[config.mk]
export PLATFORM = sky130hd
export DESIGN_NAME = vpp_div
export DESIGN_NICKNAME = d
export VERILOG_FILES = /design/src/design/vpp_pkg.sv /design/src/design/vpp_div.sv
export SDC_FILE = /design/constraint.sdc
export NUM_CORES = 2
export LEC_CHECK = 0
export ABC_CLOCK_PERIOD_IN_PS = 9640
export BUFFER_PORTS_ARGS = -buffer_cell sky130_fd_sc_hd__buf_2
export CORE_MARGIN = 10
export CORE_UTILIZATION = 58
export CTS_CLUSTER_SIZE = 30
export DETAILED_ROUTE_END_ITERATION = 6
export GPL_TIMING_DRIVEN = 0
export PLACE_DENSITY = 0.7
export SYNTH_ARGS = -nofsm -noshare
export SYNTH_HDL_FRONTEND = slang
export SYNTH_SLANG_ARGS = --single-unit
[constraint.sdc]
create_clock -name clock -period 9.64 [get_ports clock]
set_clock_uncertainty 0.05 [all_clocks]
set_input_delay 0.482 -clock clock [delete_from_list [all_inputs] [get_ports clock]]
set_output_delay 0.482 -clock clock [all_outputs]
set_load 0.02 [all_outputs]
[src/design/vpp_pkg.sv]
// Package for the vertex projection block: widths, payload types, register codes.
// No dependencies.
`default_nettype none
package vpp_pkg;

   localparam int COORD_WIDTH = 24;
   localparam int ROW_FIELD_W = 16;
   localparam int ROT_FRAC    = 14;
   localparam int SCALE_W     = 24;
   localparam int SCALE_FRAC  = 16;
   localparam int CLIP_W      = 32;
   localparam int NDC_W       = 24;
   localparam int NDC_FRAC    = 16;
   localparam int UN_W        = CLIP_W + NDC_FRAC;
   localparam int DIV_LAT     = NDC_W + 2;

   localparam int CSR_IDX_W   = 3;
   localparam int CSR_DATA_W  = (2 * COORD_WIDTH > 48) ? 2 * COORD_WIDTH : 48;

   localparam logic signed [NDC_W-1:0] NDC_MINUS_ONE = -(NDC_W'(1) << NDC_FRAC);

   typedef enum logic [CSR_IDX_W-1:0] {
      CSR_CAM_POS_XY  = 3'd0,
      CSR_CAM_POS_Z   = 3'd1,
      CSR_ROT_RIGHT   = 3'd2,
      CSR_ROT_UP      = 3'd3,
      CSR_ROT_FORWARD = 3'd4,
      CSR_PROJ_SCALE  = 3'd5,
      CSR_DEPTH_MUL   = 3'd6,
      CSR_DEPTH_OFF   = 3'd7
   } csr_index_type;

   typedef struct packed {
      logic signed [COORD_WIDTH-1:0] vert_x;
      logic signed [COORD_WIDTH-1:0] vert_y;
      logic signed [COORD_WIDTH-1:0] vert_z;
   } req_type;

   typedef struct packed {
      logic signed [CLIP_W-1:0] clip_x;
      logic signed [CLIP_W-1:0] clip_y;
      logic signed [CLIP_W-1:0] clip_z;
      logic signed [CLIP_W-1:0] clip_w;
      logic signed [NDC_W-1:0]  ndc_x;
      logic signed [NDC_W-1:0]  ndc_y;
      logic signed [NDC_W-1:0]  ndc_z;
      logic                     w_zero;
   } rsp_type;

   typedef struct packed {
      logic [CLIP_W-1:0] rem;
      logic [NDC_W-1:0]  low;
      logic [NDC_W-1:0]  quo;
      logic [CLIP_W-1:0] ud;
      logic              neg;
      logic              ovf;
   } div_stage_type;

endpackage
`default_nettype wire

[src/design/vpp_div.sv]
// Pipelined restoring divider: (num * 2^16) / den, rounded, saturated to NDC width.
// Depends on vpp_pkg. One quotient bit per stage.
`default_nettype none
module vpp_div (
   input  wire logic                                clock,
   input  wire logic                                en,
   input  wire logic signed [vpp_pkg::CLIP_W-1:0]   num,
   input  wire logic signed [vpp_pkg::CLIP_W-1:0]   den,
   output logic signed [vpp_pkg::NDC_W-1:0]         quo
);

   localparam int CW = vpp_pkg::CLIP_W;
   localparam int NW = vpp_pkg::NDC_W;

   vpp_pkg::div_stage_type stage_ff [0:NW];
   vpp_pkg::div_stage_type load_in;
   logic signed [NW-1:0]   quo_ff;
   logic signed [NW-1:0]   quo_in;

   function automatic vpp_pkg::div_stage_type div_step(input vpp_pkg::div_stage_type s);
      vpp_pkg::div_stage_type r;
      logic [CW:0] t;
      logic        ge;
      r  = s;
      t  = {s.rem, s.low[NW-1]};
      ge = (t >= {1'b0, s.ud});
      r.rem = ge ? CW'(t - {1'b0, s.ud}) : t[CW-1:0];
      r.low = {s.low[NW-2:0], 1'b0};
      r.quo = {s.quo[NW-2:0], ge};
      return r;
   endfunction

   always_comb begin
      logic [CW-1:0]                un_mag;
      logic [vpp_pkg::UN_W-1:0]     un;
      un_mag = num[CW-1] ? CW'(-num) : CW'(num);
      un     = {un_mag, {vpp_pkg::NDC_FRAC{1'b0}}};
      load_in.ud  = den[CW-1] ? CW'(-den) : CW'(den);
      load_in.rem = CW'(un[vpp_pkg::UN_W-1:NW]);
      load_in.low = un[NW-1:0];
      load_in.quo = '0;
      load_in.neg = num[CW-1] ^ den[CW-1];
      load_in.ovf = (CW'(un[vpp_pkg::UN_W-1:NW]) >= load_in.ud);
   end

   always_comb begin
      vpp_pkg::div_stage_type s;
      logic                   rnd;
      logic [NW:0]            qr;
      s   = stage_ff[NW];
      rnd = ({s.rem, 1'b0} >= {1'b0, s.ud});
      qr  = {1'b0, s.quo} + (NW + 1)'(rnd);
      if (s.neg) begin
         if (s.ovf || qr >= ((NW + 1)'(1) << (NW - 1))) begin
            quo_in = {1'b1, {(NW - 1){1'b0}}};
         end else begin
            quo_in = NW'(-qr);
         end
      end else begin
         if (s.ovf || qr > (((NW + 1)'(1) << (NW - 1)) - 1'b1)) begin
            quo_in = {1'b0, {(NW - 1){1'b1}}};
         end else begin
            quo_in = NW'(qr);
         end
      end
   end

   always_ff @(posedge clock) begin
      if (en) begin
         stage_ff[0] <= load_in;
         for (int i = 1; i <= NW; i++) begin
            stage_ff[i] <= div_step(stage_ff[i-1]);
         end
         quo_ff <= quo_in;
      end
   end

   assign quo = quo_ff;

endmodule
`default_nettype wire

==> summary.log <==
[run_status] result of the run finished, violations left
[run_status] violated checks max-capacitance violations, max-slew violations
[synthesis] sequential element share of the synthesized area 53.58%
[timing] minimum clock period after layout 8196 ps
[setup_path] crit path cell chain ha_1 > nand4_1 > nor2_1 > nor2_1 > nand2_1 > a21oi_1 > nor2b_1 > o21ai_0 > o2111ai_1 > a221oi_1 > o21ai_0 > ha_1 > ha_1 > buf_2 > clkbuf_1 > nand4_1 > xor2_1 > nor4_1 > nand4b_1 > or4_1 > a21oi_1 > buf_2 > nor2_1 > a221oi_1
[clocking] deepest clock path buffer count 3
[global_routing] initial antenna violation count 4
[detailed_routing] Iter 0 DRT Violations 7125
[die] floorplan core area 192400 µm²
[timing] number of failing hold endpoints at the final stage 0
[setup_path] path type of the worst setup path register to register
[detailed_routing] number of iterations in the first detailed-routing pass 6
[global_routing] wire length of the first global-routing pass 413000 µm
[clocking] cells resized by post-CTS repair 0
[timing] Final Max Slew Viols 7
[detailed_routing] Final ANT Viol Nets 0
[setup_path] data arrival time of the critical path 8710 ps
[setup_path] path depth of the worst reg2reg path 24
[final_layout] most common cell after layout, fill and taps aside sky130_fd_sc_hd__edfxtp_1
[synthesis] Synth area leaders sky130_fd_sc_hd__edfxtp_1, sky130_fd_sc_hd__ha_1, sky130_fd_sc_hd__mux2_2, sky130_fd_sc_hd__xnor2_1, sky130_fd_sc_hd__inv_1
[timing] Total Neg Setup Slack 0 ps
[die] full die area 211400 µm²
[setup_path] CP bufs+invs 3
[die] floorplan die height 459.8 µm
[synthesis] cell area after synthesis 112200 µm²
[detailed_routing] WL final 267600 µm
[clocking] total clock buffers created by CTS 211
[global_routing] M2 GR Usage 39.27%
[clocking] Num Clock Sinks 2002
[timing] PnR worst setup slack 1444 ps
[power_and_ir_drop] power density normalized to cell area 327.7 nW/µm²
[detailed_routing] WL/cell 20.84 µm
[detailed_routing] via count normalized by instance count 5.968
[global_routing] total routing usage reported by global routing 24.59%
[clocking] level count of the clock H-tree 4
[global_routing] residual overflow from global routing 0
[placement] instance area after placement 116100 µm²
[die] initial core utilization 58.32%
[final_layout] final net count 11.05k
[timing] tightest slew margin relative to the limit -1.583%
[global_routing] largest net degree at the start of global routing 190
[setup_path] critical path peak fanout 10
[setup_path] startpoint types register
[hold_path] path type of the worst min-delay path primary input to register
[final_layout] P&R area growth vs syn 10.26%
[placement] Worst Setup Slack post-DPL 1237 ps
[final_layout] highest-count cells in the layout ignoring fill and taps sky130_fd_sc_hd__edfxtp_1, sky130_fd_sc_hd__inv_1, sky130_fd_sc_hd__ha_1
[placement] detailed placement HPWL 203000 µm
[die] width of the chip 459.8 µm
[clocking] Reg clk slew, reported paths 60 ps
[global_routing] global-route met1 utilization 35.04%
[global_routing] vias in the first global route 73.52k
[synthesis] top_reg_cell synth sky130_fd_sc_hd__edfxtp_1
[setup_path] critical path data required time 10150 ps
[flow_run] count of max-cap constraint violations 1
[setup_path] stages on the worst setup path 24
[setup_path] Slowest Stage Delay on Critical Path 860 ps
[detailed_routing] post-detailed-route DRC marker count 0
[timing] setup repair after global routing missed its margin false
[detailed_routing] detailed-route via count 76.62k
[die] number of top-level pins 90
[final_layout] number of fillers in the final layout 14.76k
[synthesis] count of cell types in the netlist 87
[synthesis] area fraction of the dominant cell type after synthesis 53.58%
[hold_path] cell depth of the worst min-delay path 2
[clocking] clk_lat worst skew 860 ps
[synthesis] total number of yosys warnings 0
[final_layout] cell area after layout 123700 µm²
[timing] ratio of final minimum period to clock period 85.02%
[clocking] TritonCTS clock tree done
[timing] final setup violating endpoints 0
[setup_path] crit end category register
[setup_path] CP max-delay cell sky130_fd_sc_hd__o21ai_0
[synthesis] Post-Syn Instances 9761
[global_routing] GR met3 Demand/Resource 4.079%
[synthesis] register bit count reported by yosys 2002
[final_layout] Reg area 60120 µm²
[clocking] cell at the root of the clock tree sky130_fd_sc_hd__clkbuf_16
[placement] Port Buffer Count 89
[final_layout] share of final-layout standard cells stronger than drive strength 1 8.633%
[synthesis] Net Count, Synth 10.67k
[synthesis] count of flip-flops with a built-in enable after synthesis 2002
[synthesis] cell accounting for the most synthesized area sky130_fd_sc_hd__edfxtp_1
[power_and_ir_drop] highest ir drop seen on vdd 0.0002441 V
[timing] slew of the pin with the lowest slew margin 1517 ps
[power_and_ir_drop] leakage power 49.95 nW
[timing] Achievable Freq 122.0 MHz
[die] number of placement rows 161
[setup_path] R2R Setup Slk 1440 ps
[synthesis] proportion of synthesized flip-flops having asynchronous set or reset 0%
[final_layout] Final Core Density 64.31%
[global_routing] busiest layer in global routing met2
[placement] gpl congestion 0.9685
[synthesis] average cell area after synthesis 11.50 µm²
[final_layout] Multi-input gate area 47520 µm²
[setup_path] crit-path leading delay family compound AO/OA/AOI/OAI gates
Yosys cell counts (all sizes together), types with 42 or more instances:
master / count
edfxtp: 2002
inv: 1023
ha: 823
a21oi: 673
o21ai: 618
nand2: 571
nor2: 526
xnor2: 444
mux2: 366
a21o: 342
xor2: 264
nand3: 161
clkbuf: 143
nand2b: 133
nor2b: 132
o21a: 132
nor3: 121
nand4: 115
a211oi: 101
a31oi: 86
o31ai: 85
o21bai: 69
o211ai: 65
and2: 63
and3: 62
or3: 50
a21boi: 45
nor4: 42
cells by family after synthesis:
kind of cell | after synthesis | synth area share (%)
AO/OA/AOI/OAI | 2491 | 14.06
XOR/XNOR | 708 | 5.527
adder cells (fa/ha/maj) | 847 | 9.606
buffers and inverters | 1208 | 4.084
flip-flops | 2002 | 53.58
multiplexers | 398 | 3.959
AND/OR/NAND/NOR | 2107 | 9.190
metrics by stage:
| step | total power [mW] | std cells | hold slack [ps] |
|---|---|---|---|
| after floorplan | 27.12 | 9761 | 350.3 |
| after global placement | 32.20 | 12380 | 350.4 |
| after detailed placement | 32.11 | 12390 | 354.5 |
| after CTS | 40.54 | 12840 | 5.856 |
| after global routing | 43.15 | 12840 | 42.10 |
| final | 40.54 | 12840 | 63.24 |
routing by layer:
layer,up-vias,routed length [µm]
li1,36800,-
met1,37170,120300
met2,2256,123400
met3,388,17670
met4,0,6328
met5,-,0
worst register-to-register path, stage by stage, from the launching register on:
cell and delay, ps:
sky130_fd_sc_hd__edfxtp_1 370, sky130_fd_sc_hd__ha_1 300, sky130_fd_sc_hd__nand4_1 80, sky130_fd_sc_hd__nor2_1 580, sky130_fd_sc_hd__nor2_1 80, sky130_fd_sc_hd__nand2_1 100, sky130_fd_sc_hd__a21oi_1 80, sky130_fd_sc_hd__nor2b_1 110
sky130_fd_sc_hd__o21ai_0 120, sky130_fd_sc_hd__o2111ai_1 280, sky130_fd_sc_hd__a221oi_1 220, sky130_fd_sc_hd__o21ai_0 860, sky130_fd_sc_hd__ha_1 590, sky130_fd_sc_hd__ha_1 230, sky130_fd_sc_hd__buf_2 230, sky130_fd_sc_hd__clkbuf_1 490
sky130_fd_sc_hd__nand4_1 200, sky130_fd_sc_hd__xor2_1 230, sky130_fd_sc_hd__nor4_1 370, sky130_fd_sc_hd__nand4b_1 160, sky130_fd_sc_hd__or4_1 410, sky130_fd_sc_hd__a21oi_1 720, sky130_fd_sc_hd__buf_2 420, sky130_fd_sc_hd__nor2_1 80
sky130_fd_sc_hd__a221oi_1 560
report_power, final:
part / internal [mW] / switching, mW / leakage, nW
Clock: 4.75 / 3.45 / 3.36
Sequential: 12.8 / 1.28 / 19.6
Combinational: 7.79 / 10.5 / 27.0
cell type report:
class | count | share of cell area [%]
multi-input cells | 6551 | 38.41
well taps | 2526 | 2.555
diodes | 4 | 0.008091
plain buffers | 184 | 0.5967
clock buffers | 249 | 4.400
repair buffers | 158 | 1.086
inverters | 1024 | 3.107
flip-flops and latches | 2002 | 48.59
clock inverters | 141 | 1.247
registers in the layout, summed over array words and instances (netlist names):
signal,count
quo,24
stage_ff,1978
final timing paths:
check	startpoint	endpoint
max	stage_ff[1][986]	quo[6]
min	num[5]	stage_ff[0][78]
max reg2reg	stage_ff[1][986]	quo[6]
min reg2reg	stage_ff[0][529]	stage_ff[0][643]
timing repair:
item	4_1_cts	5_1_grt
hold buffers	58	0
endpoints found under the hold margin	60	0
buffers inserted	0	0
Power figures use the tool's default switching activity.
